## src/rtl/cbhm_pkg.sv

```systemverilog
package cbhm_pkg;

   localparam int ID_SLOTS   = 16;
   localparam int SLOT_BITS  = 4;
   localparam int RING_DEPTH = 64;
   localparam int RING_BITS  = 6;
   localparam int FILL_BITS  = 7;
   localparam int MEM_BITS   = SLOT_BITS + RING_BITS;
   localparam int QUEUE_DEPTH = 2;

   localparam logic [2:0] CSR_DEADLINE    = 3'd0;
   localparam logic [2:0] CSR_CORR_WINDOW = 3'd1;
   localparam logic [2:0] CSR_CORR_LIMIT  = 3'd2;
   localparam logic [2:0] CSR_FLOOD_WIN   = 3'd3;
   localparam logic [2:0] CSR_FLOOD_LIMIT = 3'd4;

   localparam logic [1:0] FAULT_NONE    = 2'd0;
   localparam logic [1:0] FAULT_DROPOUT = 2'd1;
   localparam logic [1:0] FAULT_CORRUPT = 2'd2;
   localparam logic [1:0] FAULT_FLOOD   = 2'd3;

   typedef struct packed {
      logic        mode;
      logic [31:0] now_us;
      logic [28:0] can_id;
      logic        error_frame;
      logic [3:0]  dlc;
   } req_type;

   typedef struct packed {
      logic        degraded;
      logic [1:0]  fault_code;
      logic [31:0] fault_event_count;
      logic [10:0] bus_frame_count;
      logic [16:0] peak_ratio;
      logic        table_overflow;
   } rsp_type;

   // Classified command handed from front to back
   typedef struct packed {
      logic        eval;
      logic [31:0] now;
      logic [28:0] can_id;
      logic        invalid;
   } cmd_type;

   typedef struct packed {
      logic [31:0] deadline;
      logic [31:0] corr_window;
      logic [16:0] corr_limit;
      logic [31:0] flood_window;
      logic [6:0]  flood_limit;
   } cfg_type;

   typedef enum logic [3:0] {
      ST_IDLE, ST_MATCH, ST_STAMP, ST_SLOT, ST_READ, ST_ACC,
      ST_DIV, ST_SLOT_END, ST_DONE
   } back_state_type;

endpackage

```

## src/rtl/cbhm_front.sv

```systemverilog
module cbhm_front (
   input  logic              clock,
   input  logic              reset,
   input  logic              start,
   output logic              busy,
   input  cbhm_pkg::req_type req_data,
   output logic              cmd_valid,
   output cbhm_pkg::cmd_type cmd_data,
   input  logic              cmd_pop
);
   import cbhm_pkg::*;

   cmd_type          q_ff [QUEUE_DEPTH];
   logic             wp_ff, wp_in, rp_ff, rp_in;
   logic [1:0]       cnt_ff, cnt_in;
   logic             push;
   cmd_type          cmd_new;

   assign busy = (cnt_ff == 2'(QUEUE_DEPTH));
   assign push = start && !busy;

   always_comb begin
      cmd_new.eval    = req_data.mode;
      cmd_new.now     = req_data.now_us;
      cmd_new.can_id  = req_data.can_id;
      cmd_new.invalid = req_data.error_frame || (req_data.dlc > 4'd8);
   end

   assign cmd_valid = (cnt_ff != 2'd0);
   assign cmd_data  = q_ff[rp_ff];

   always_comb begin
      wp_in  = push ? !wp_ff : wp_ff;
      rp_in  = cmd_pop ? !rp_ff : rp_ff;
      cnt_in = cnt_ff + 2'(push) - 2'(cmd_pop);
   end

   always_ff @(posedge clock) begin
      if (push) begin
         q_ff[wp_ff] <= cmd_new;
      end
   end

   always_ff @(posedge clock) begin
      if (reset) begin
         wp_ff  <= 1'b0;
         rp_ff  <= 1'b0;
         cnt_ff <= 2'd0;
      end else begin
         wp_ff  <= wp_in;
         rp_ff  <= rp_in;
         cnt_ff <= cnt_in;
      end
   end

   assert property (@(posedge clock) disable iff (reset) cnt_ff <= 2'(QUEUE_DEPTH))
      else $error("queue count beyond depth");
   assert property (@(posedge clock) disable iff (reset) cmd_pop |-> cmd_valid)
      else $error("pop from empty queue");
   assert property (@(posedge clock) disable iff (reset)
      (busy && !cmd_pop) |=> busy)
      else $error("full queue drained without pop");

endmodule

```

## config.mk

```make
export PLATFORM = sky130hd
export DESIGN_NAME = cbhm_front
export DESIGN_NICKNAME = d
export VERILOG_FILES = /design/src/rtl/cbhm_pkg.sv /design/src/rtl/cbhm_front.sv
export SDC_FILE = /design/constraint.sdc
export NUM_CORES = 1
export LEC_CHECK = 0
export BUFFER_PORTS_ARGS = -buffer_cell sky130_fd_sc_hd__buf_2
export CAP_MARGIN = 20
export CELL_PAD_IN_SITES_DETAIL_PLACEMENT = 2
export CELL_PAD_IN_SITES_GLOBAL_PLACEMENT = 2
export CORE_UTILIZATION = 35
export DETAILED_ROUTE_END_ITERATION = 16
export PLACE_DENSITY = 0.86
export SLEW_MARGIN = 40
export SYNTH_ARGS = -nofsm -noshare
export SYNTH_HDL_FRONTEND = slang
export SYNTH_SLANG_ARGS = --single-unit
```

## constraint.sdc

```tcl
create_clock -name clock -period 3.2 [get_ports clock]
set_input_delay 0.16 -clock clock [delete_from_list [all_inputs] [get_ports clock]]
set_output_delay 0.16 -clock clock [all_outputs]
set_load 0.03 [all_outputs]
```

==> reports/qor.yml, run 1 <==
status: "completed"
setup_viol: 0
max_stage_delay_ps: 510
power.share.sequential: 0.452
path_max_fanout: 35
reg2regPathDepth: 5
num_antenna_cells: 0
vdd_drop_max_mv: 0.400
synthesis.area_mm2: 0.00481
path_common_cell: "inv_2"
path_clk_slew_ps: 50
startpoint_type: "register"
synthTopCellsByArea: "edfxtp_1 (79%), mux2_2 (15%), dfxtp_1 (2.1%)"
post-route-util: 0.515
drt-total-wl_um: 11900
skew_ps: 8.01
first_iter_violations: 125
rsz0062_at_grt: "false"
cts_max_path_buffers: 2
synth_seq_cells: 131
internal-power_mw: 3.51
cts_sinks: 131
cts.repair.resized: 0
cts_htree_levels: 4
ios: 136
vias: 2799
dieArea_mm2: 0.0142
p_per_area_mw_per_mm2: 688
final.setup.tns_ps: 0
clkLatencyLatePin_ps: 410
p_leak_nw: 2.62
slowest_stage: "inv_2"
grt_pass1_vias: 3276
drive_gt1_frac: 0.518
rr_endpoint: "q_ff[0][0]"
grt_max_degree: 36
start_util: 0.360
final_cell_area_mm2: 0.00687
rrSetupSlack_ps: 1140
crit_chain: "nand2b_2 -> inv_2 -> or3_1 -> inv_2 -> buf_12"
die_w_um: 119
crit_buf_inv: 3
drc: 0
post-route-period-util: 0.643
cap_violations: 0
fmax_ghz: 0.486
endpoint_kind: "register"
required_ps: 3300
vias_per_cell: 4.47
cts_tree: "done"
syn-instance-count: 224
slew_viol_final: 0
worstSetupPathType: "reg2reg"
grt_pass1_wl_um: 18200
relSlewSlack: 0.550
gp_congestion: 0.658
hold_slack_ps: 46.9
coreArea_mm2: 0.0133
port_buffers: 135
post_drt_wl_per_cell_um: 19.0
grt_usage: 0.181
cp-endpoint: "q_ff[0][0]"
placed_cell_area_mm2: 0.00569
timing.rr.start: "cnt_ff[0]"
crit_path_start: "cnt_ff[0]"
die_h_um: 119
path_delay_family: "buffers and inverters"
globalRouteOverflowTotal: 0
cts_setup_buffers: 0
antenna_found_initial: 0
synth_top_cell_area_share: 0.786
period_minus_slack_ps: 2060
swShare: 0.259
p_clk_frac: 0.376
place_ws_ps: 1110
nets: 510
syn_to_final_growth_pct: 42.9
dp_hpwl_um: 7370
critPathArrivalTime_ps: 2150
numCtsBuffers: 17
firstDrtPassIters: 5
tightest_slew_ps: 674
p_switching_mw: 1.22
p_comb_frac: 0.172
setup_ws_ps: 1140
yosysWarnings: 0
synth_area_per_cell_um2: 21.5
synth_fp_nets: 297
hold_viol_final: 0
ys_seq_area_frac: 0.807
hp-class: "in2reg"
yosysUniqueCellTypes: 23
hold_buffers: 63
rows: 42
root_buffer: "clkbuf_16"
cp_num_cells: 5
drtAntennaViolNets: 0
yosysTopAreaCell: "edfxtp_1"
## stage by stage
stage,std cells,power (mW)
after floorplan,224,2.67
after global placement,531,2.88
after detailed placement,531,2.93
after CTS,626,4.78
after global routing,626,4.92
final,626,4.73
## placed cells by master, fill, tap and decap left out
master | Yosys | layout
nand2b_2 | 1 | 1
o21ai_0 | 1 | 1
inv_2 | 1 | 2
clkinv_2 | 0 | 5
ha_1 | 2 | 2
dfxtp_1 | 5 | 4
and3_4 | 0 | 1
clkbuf_8 | 0 | 3
clkbuf_1 | 0 | 6
bufinv_16 | 0 | 1
buf_2 | 0 | 135
dlygate4sd3_1 | 0 | 63
o31ai_1 | 1 | 1
nand2_1 | 1 | 1
nor2_1 | 3 | 3
mux2_2 | 63 | 63
nand2b_1 | 1 | 1
xnor2_1 | 1 | 1
or3_1 | 1 | 1
dfxtp_4 | 0 | 1
a21oi_1 | 1 | 1
nor3_1 | 1 | 1
and2_1 | 1 | 1
or2_2 | 1 | 1
edfxtp_1 | 126 | 126
xor2_1 | 1 | 1
clkbuf_16 | 0 | 17
nor2b_1 | 1 | 1
inv_1 | 3 | 2
buf_12 | 0 | 3
## registers in the layout (all words and copies together) (netlist names), named ones only
| signal | flops |
|---|---|
| wp_ff | 1 |
| rp_ff | 1 |
| cnt_ff | 2 |
| q_ff | 126 |
## worst min path at each step
| stage | startpoint | end | slack (ps) | cells past startpoint |
|---|---|---|---|---|
| final | req_data[4] | q_ff[0][0] | 50 | 2 |
| after detailed placement | req_data[37] | q_ff[1][33] | 350 | 1 |
| after global placement | req_data[36] | q_ff[0][32] | 350 | 1 |
| after CTS | req_data[4] | q_ff[0][0] | 20 | 2 |
| after global routing | req_data[4] | q_ff[0][0] | 40 | 2 |
| after floorplan | reset | wp_ff | 230 | 1 |
## routing by layer
metal  vias up  share of wire  track usage  wire length (µm)
met5         -              0            0                 0
met4         0          0.011       0.0625               131
met3        15          0.040       0.0551               473
met2        82           0.58        0.349              6860
met1      1395           0.37        0.180              4450
li1       1307              -            -                 -
## Yosys cell counts
cell type,number
or2_2,1
a21oi_1,1
nor2_1,3
inv_2,1
mux2_2,63
edfxtp_1,126
xnor2_1,1
nor2b_1,1
ha_1,2
nor3_1,1
o21ai_0,1
nand2b_1,1
or3_1,1
buf_4,1
dfxtp_1,5
buf_6,6
inv_1,3
nand2_1,1
xor2_1,1
nand2b_2,1
and3_2,1
and2_1,1
o31ai_1,1
## cell type report
cell class	count	area, µm²
clock inverter	6	55.1
sequential	131	3890
timing repair buffer	201	1370
inverter	4	15.0
clock buffer	26	489
fill	1257	6470
multi-input combinational	82	841
tap	176	220
## power groups by stage
| stage | sequential, mW | combinational (mW) | clock, mW |
|---|---|---|---|
| 2_1_floorplan | 2.14 | 0.531 | 0 |
| 3_3_place_gp | 2.15 | 0.729 | 0 |
| 3_5_place_dp | 2.17 | 0.758 | 0 |
| 4_1_cts | 2.14 | 0.823 | 1.81 |
| 5_1_grt | 2.15 | 0.867 | 1.89 |
| 6_report | 2.14 | 0.815 | 1.78 |
## cell families after synthesis
group / after synthesis / share of synthesized area
compound gates: 3 / 0.00364
flops: 131 / 0.807
fa+ha+maj: 2 / 0.00520
mux: 63 / 0.147
simple gates: 12 / 0.0140
xor+xnor: 2 / 0.00364
buf+inv: 11 / 0.0187
Note: power is estimated with default switching activity, not from simulation.
==> run 2: changes to the inputs <==
--- a/config.mk
+++ b/config.mk
@@ -5,13 +5,14 @@
 export SDC_FILE = /design/constraint.sdc
 export NUM_CORES = 1
 export LEC_CHECK = 0
+export ABC_AREA = 1
 export BUFFER_PORTS_ARGS = -buffer_cell sky130_fd_sc_hd__buf_2
 export CAP_MARGIN = 20
 export CELL_PAD_IN_SITES_DETAIL_PLACEMENT = 2
 export CELL_PAD_IN_SITES_GLOBAL_PLACEMENT = 2
-export CORE_UTILIZATION = 35
+export CORE_UTILIZATION = 34
 export DETAILED_ROUTE_END_ITERATION = 16
-export PLACE_DENSITY = 0.86
+export PLACE_DENSITY = 0.85
 export SLEW_MARGIN = 40
 export SYNTH_ARGS = -nofsm -noshare
 export SYNTH_HDL_FRONTEND = slang
==> constraint.sdc (replaced) <==
create_clock -name clock -period 1.7 [get_ports clock]
set_input_delay 0.085 -clock clock [delete_from_list [all_inputs] [get_ports clock]]
set_output_delay 0.085 -clock clock [all_outputs]
set_load 0.03 [all_outputs]
==> reports/qor.yml, run 2 <==
synthesis.area_mm2: 0.00510  # +6.1%
grt_usage: 0.169  # -0.0119
rows: 44  # +4.8%
dieArea_mm2: 0.0155  # +9.1%
die_w_um: 125  # +4.4%
globalRouteOverflowTotal: 0  # unchanged
synth_edf_count: 126  # unchanged
final.setup.tns_ps: 0  # unchanged
wl_met1_um: 4510  # +1.3%
firstDrtPassIters: 4  # -1
regMostFlops: "q_ff"
ys_async_sr_fraction: 0  # unchanged
rr_endpoint: "cnt_ff[1]"
critPathArrivalTime_ps: 1590  # -560 ps
cts_max_path_buffers: 2  # unchanged
wl_met2_um: 7290  # +6.3%
numCtsBuffers: 17  # unchanged
startpoint_type: "register"
yosysTopAreaCell: "edfxtp_1"
hp-start: "req_data[3]"
internal-power_mw: 7.07  # +100%
ios: 136  # unchanged
die_h_um: 125  # +4.4%
hold-path-endpoint: "q_ff[0][0]"
drt-total-wl_um: 12500  # +4.7%
required_ps: 1620  # -1680 ps
largest_reg_flops: 126  # unchanged
synth_area_per_cell_um2: 21.8  # +1.6%
gp_congestion: 0.665  # +1.1%
nets: 533  # +4.5%
post-synth-top-count-cell: "edfxtp_1"
period_minus_slack_ps: 1680
root_buffer: "clkbuf_16"
post-route-util: 0.508  # -0.00651
drc: 0  # unchanged
synth_fp_nets: 307  # +3.4%
vias: 2942  # +5.1%
post_drt_wl_per_cell_um: 19.0  # -0.22%
hold_viol_final: 0  # unchanged
port_buffers: 135  # unchanged
hold_depth: 3  # +1
seqCellArea_mm2: 0.00389  # about the same
hp-class: "in2reg"
cts_htree_levels: 4  # unchanged
drive_gt1_frac: 0.526  # +0.00865
num_antenna_cells: 0  # unchanged
layout.cells.most_common: "buf_2"
tightest_slew_ps: 287  # -387 ps
p_clk_frac: 0.396  # +0.020
multi_input_area_mm2: 0.00107  # +28%
drtAntennaViolNets: 0  # unchanged
hold_slack_ps: 14.8  # -32.1 ps
clkLatencyLatePin_ps: 410  # about the same
power.share.sequential: 0.420  # -0.032
slew_viol_final: 0  # unchanged
num-fill-cells: 1318  # +4.9%
skew_ps: 7.98  # -0.0326 ps
reg2regPathDepth: 11  # +6
first_iter_violations: 122  # -2.4%
fmax_ghz: 0.595
coreArea_mm2: 0.0146  # +9.3%
grt_pass1_vias: 3413  # +4.2%
p_leak_nw: 3.00  # +14%
ys.flop_type: "edfxtp_1"
grt_max_degree: 48  # +33%
grt_pass1_wl_um: 19000  # +4.4%
path_clk_slew_ps: 60  # about the same
relSlewSlack: 0.808  # +0.259
synth_top_cell_area_share: 0.741  # -0.0453
timing.rr.start: "cnt_ff[0]"
rrSetupSlack_ps: 130  # -1010 ps
setup_viol: 0  # unchanged
status: "completed"
p_switching_mw: 2.37  # +93%
p_comb_frac: 0.184  # +0.012
cap_violations: 0  # unchanged
yosysWarnings: 0  # unchanged
antenna_found_initial: 0  # unchanged
vdd_drop_max_mv: 0.563  # +41%
p_per_area_mw_per_mm2: 1270  # +85%
yosysUniqueCellTypes: 15  # -35%
post-route-period-util: 0.988
endpoint_kind: "primary output"
vias_per_cell: 4.48  # +0.15%
top_layer_used: "met4"
rsz0062_at_grt: "true"
netlist_top_cells_count: "edfxtp_1 (126), mux2_4 (60), inv_1 (10)"
synthTopCellsByArea: "edfxtp_1 (74%), mux2_4 (18%), buf_12 (2.4%)"
dp_hpwl_um: 7690  # +4.2%
swShare: 0.251  # -0.00824
path_max_fanout: 16  # -54%
ys_seq_area_frac: 0.761  # -0.0465
reg_top3: "q_ff x126, cnt_ff x2"
wl_met3_um: 485  # +2.5%
cts_tree: "done"
final_cell_mix: "buf_2 (131), edfxtp_1 (126), dlygate4sd3_1 (67)"
syn-instance-count: 234  # +4.5%
syn_to_final_growth_pct: 45.3
start_util: 0.350  # -0.0105
synth_seq_cells: 131  # unchanged
cts_sinks: 131  # unchanged
worstSetupPathType: "reg2out"
==> run 2: cell count changes in the layout (fill, tap and decap cells not counted), moves of 4 or more <==
cell,change
buf_2,-4
inv_1,+6
nand2_1,+5
mux2_2,-60
buf_12,+4
buf_4,+4
mux2_4,+60
buf_6,+4
dlygate4sd3_1,+4
clkbuf_1,-4
==> run 2: how the worst max path moves through the flow <==
stage	to	depth (start not counted)	startpoint
after floorplan	q_ff[0][0]	4	cnt_ff[0]
after global placement	cnt_ff[1]	10	cnt_ff[0]
after detailed placement	cnt_ff[1]	11	cnt_ff[0]
after CTS	cmd_data[41]	4	register
after global routing	cmd_data[14]	4	register
final	cmd_data[14]	4	register
==> run 2: repair_timing <==
item | 4_1_cts | 5_1_grt
buffers inserted | 4 | 0
endpoints found under the setup margin | 52 | 35
hold endpoints to repair | 131 | 0
hold buffers | 67 | 0
resized for setup | 6 | 4
==> run 2: metrics by stage <==
| stage | cell area [µm²] | setup slack, ps | power (mW) | instances |
|---|---|---|---|---|
| finish | 7420 | 20.1 | 9.44 | 657 |
| global route | 7420 | -27.2 | 9.78 | 657 |
| CTS | 7400 | -2.05 | 9.52 | 657 |
| detailed placement | 6060 | 166 | 5.61 | 554 |
| global placement | 6060 | 310 | 5.51 | 554 |
| floorplan | 5130 | -158 | 5.11 | 234 |
==> run 2: cell type report <==
class                           instances  area share
Sequential cell                       131       0.524
Timing Repair Buffer                  214       0.212
Multi-Input combinational cell         86       0.145
Clock buffer                           23      0.0658
Tap cell                              184      0.0310
Clock inverter                          9      0.0170
Inverter                               10     0.00557
==> run 2: critical path, stage by stage (launching register included) <==
cell	delay, ps
dfxtp_4	360
buf_12	140
buf_16	180
mux2_4	310
buf_2	180
==> run 2: power by group through the flow <==
stage	logic [mW]	registers (mW)	clock network (mW)
floorplan	1.12	4.00	0
global placement	1.49	4.02	0
detailed placement	1.55	4.05	0
CTS	1.74	3.97	3.81
global route	1.83	3.99	3.96
finish	1.74	3.97	3.74
==> run 2: metal layers <==
metal	vias to the layer above	GRT usage
li1	1353	-
met1	1476	0.163
met2	94	0.330
met3	19	0.0468
met4	0	0.0687
met5	-	0
==> run 2: kinds of logic (layout without fill, tap and decap cells) <==
group,after synthesis,after routing,synth area share
and+or+nand+nor,17,17,0.0135
adders and majority gates,2,2,0.00490
AOI/OAI and AO/OA,3,3,0.00294
muxes,63,63,0.183
xor gates and xnor gates,1,1,0.00172
buffers and inverters,17,256,0.0331
DFF,131,131,0.761
==> run 3: changes to the inputs <==
--- a/config.mk
+++ b/config.mk
@@ -12,8 +12,10 @@
 export CELL_PAD_IN_SITES_GLOBAL_PLACEMENT = 2
 export CORE_UTILIZATION = 34
 export DETAILED_ROUTE_END_ITERATION = 16
+export MAX_ROUTING_LAYER = met4
 export PLACE_DENSITY = 0.85
-export SLEW_MARGIN = 40
+export SETUP_SLACK_MARGIN = 0.1
+export SLEW_MARGIN = 20
 export SYNTH_ARGS = -nofsm -noshare
 export SYNTH_HDL_FRONTEND = slang
 export SYNTH_SLANG_ARGS = --single-unit
==> reports/qor.yml, run 3 (same netlist as run 2, synthesis figures left out) <==
status: "completed"
drive_gt1_frac: 0.540  # +0.0135
cts_max_path_buffers: 2  # unchanged
first_iter_violations: 78  # -36%
hp-start: "req_data[3]"
timing.rr.start: "cnt_ff[0]"
final_cell_area_mm2: 0.00786  # +6.0%
grt_usage: 0.178  # +0.00885
port_buffers: 135  # unchanged
regMostFlops: "q_ff"
placed_cell_area_mm2: 0.00606  # unchanged
internal-power_mw: 7.32  # +3.5%
cts_htree_levels: 4  # unchanged
place_inst: 554  # unchanged
root_buffer: "clkbuf_16"
seqCellArea_mm2: 0.00389  # unchanged
p_comb_frac: 0.210  # +0.026
hold-path-endpoint: "q_ff[1][0]"
period_minus_slack_ps: 1660  # -16.1 ps
post_drt_wl_per_cell_um: 20.0  # +5.1%
rrSetupSlack_ps: 180  # +50 ps
hold_depth: 3  # unchanged
largest_reg_flops: 126  # unchanged
start_util: 0.350  # unchanged
rsz0062_at_grt: "true"
startpoint_type: "register"
num_antenna_cells: 0  # unchanged
rr_endpoint: "cnt_ff[1]"
slew_viol_final: 0  # unchanged
critPathArrivalTime_ps: 1580  # about the same
required_ps: 1620  # about the same
endpoint_kind: "primary output"
cap_violations: 0  # unchanged
hp-class: "in2reg"
p_per_area_mw_per_mm2: 1240  # -2.4%
path_max_fanout: 11  # -5
grt_pass1_vias: 3434  # +0.62%
final_cell_mix: "edfxtp_1 (126), buf_2 (75), dlygate4sd3_1 (67)"
reg2regPathDepth: 10  # -1
p_leak_nw: 3.16  # +5.1%
drc: 0  # unchanged
tightest_slew_ps: 289  # +1.36 ps
die_h_um: 125  # unchanged
hold_viol_final: 0  # unchanged
rows: 44  # unchanged
coreArea_mm2: 0.0146  # unchanged
setup_viol: 0  # unchanged
drt-total-wl_um: 13200  # +5.6%
vdd_drop_max_mv: 0.568  # +0.92%
dieArea_mm2: 0.0155  # unchanged
fmax_ghz: 0.601  # +0.96%
gp_congestion: 0.672  # +0.95%
relSlewSlack: 0.808  # -0.000903
clkLatencyLatePin_ps: 410  # about the same
grt_pass1_wl_um: 19300  # +1.7%
nets: 536  # +0.56%
swShare: 0.250  # -0.000839
cts_tree: "done"
finalPower_mw: 9.76  # +3.4%
die_w_um: 125  # unchanged
num-fill-cells: 1272  # -3.5%
numCtsBuffers: 17  # unchanged
multi_input_area_mm2: 0.00110  # +2.8%
power.share.sequential: 0.407  # -0.013
skew_ps: 7.68  # -0.299 ps
reg_top3: "q_ff x126, cnt_ff x2"
layout.cells.most_common: "edfxtp_1"
ios: 136  # unchanged
dp_hpwl_um: 7690  # unchanged
p_switching_mw: 2.44  # +3.0%
vias: 2972  # +1.0%
grt_max_degree: 48  # unchanged
vias_per_cell: 4.50  # +0.56%
antenna_found_initial: 0  # unchanged
path_clk_slew_ps: 50  # about the same
globalRouteOverflowTotal: 0  # unchanged
firstDrtPassIters: 4  # unchanged
cts_sinks: 131  # unchanged
post-route-period-util: 0.979  # -0.00944
finalNonFillerCells: 660  # +0.46%
p_clk_frac: 0.383  # -0.013
syn_to_final_growth_pct: 54.0
worstSetupPathType: "reg2out"
drtAntennaViolNets: 0  # unchanged
-- run 3: critical path, stage by stage, from the launching register on --
cell,delay (ps)
dfxtp_4,350
buf_12,160
buf_12,170
mux2_4,320
buf_6,140
-- run 3: worst max path at each step --
stage / end / slack (ps) / depth (start not counted)
final: cmd_data[48] / 40 / 4
after global routing: cmd_data[24] / -6 / 4
after CTS: cmd_data[41] / -2 / 4
after detailed placement: cnt_ff[1] / 170 / 11
after global placement: cnt_ff[1] / 310 / 10
after floorplan: q_ff[0][0] / -160 / 4
-- run 3: per-stage QoR --
| step | util | hold WS (ps) | setup TNS, ps | worst slack [ps] |
|---|---|---|---|---|
| 4_1_cts | 0.523 | 10.2 | -2.76 | -2.05 |
| 6_report | 0.539 | 17.5 | 0 | 36.1 |
| 3_3_place_gp | 0.415 | 272 | 0 | 310 |
| 3_5_place_dp | 0.415 | 277 | 0 | 166 |
| 5_1_grt | 0.539 | 27.3 | -29.9 | -5.52 |
| 2_1_floorplan | - | 149 | -16750 | -158 |
-- run 3: cell type report --
cell class / count / share of cell area
Sequential cell: 131 / 0.495
Multi-Input combinational cell: 86 / 0.141
Clock buffer: 23 / 0.0621
Inverter: 10 / 0.00525
Clock inverter: 9 / 0.0161
Timing Repair Buffer: 217 / 0.252
Tap cell: 184 / 0.0293
-- run 3: power groups by stage --
stage / Combinational (mW) / Clock (mW) / Sequential, mW
after floorplan: 1.12 / 0 / 4.00
after global placement: 1.49 / 0 / 4.02
after detailed placement: 1.55 / 0 / 4.05
after CTS: 1.90 / 3.81 / 3.97
after global routing: 2.15 / 3.95 / 3.99
final: 2.05 / 3.74 / 3.97
-- run 3: timing repair --
action | CTS | global route
cloned | 0 | 2
setup buffers | 4 | 1
resized for setup | 80 | 67
endpoints found under the setup margin | 63 | 61
pin swaps | 0 | 0
endpoints found under the hold margin | 131 | 0
hold buffers | 67 | 0
-- run 3: per-layer routing --
layer	vias up	global-route usage	part of all wire
met5	-	-	0
met2	93	0.343	0.59
met3	14	0.0421	0.033
met1	1503	0.167	0.37
li1	1362	-	-
met4	0	0.0659	0.011
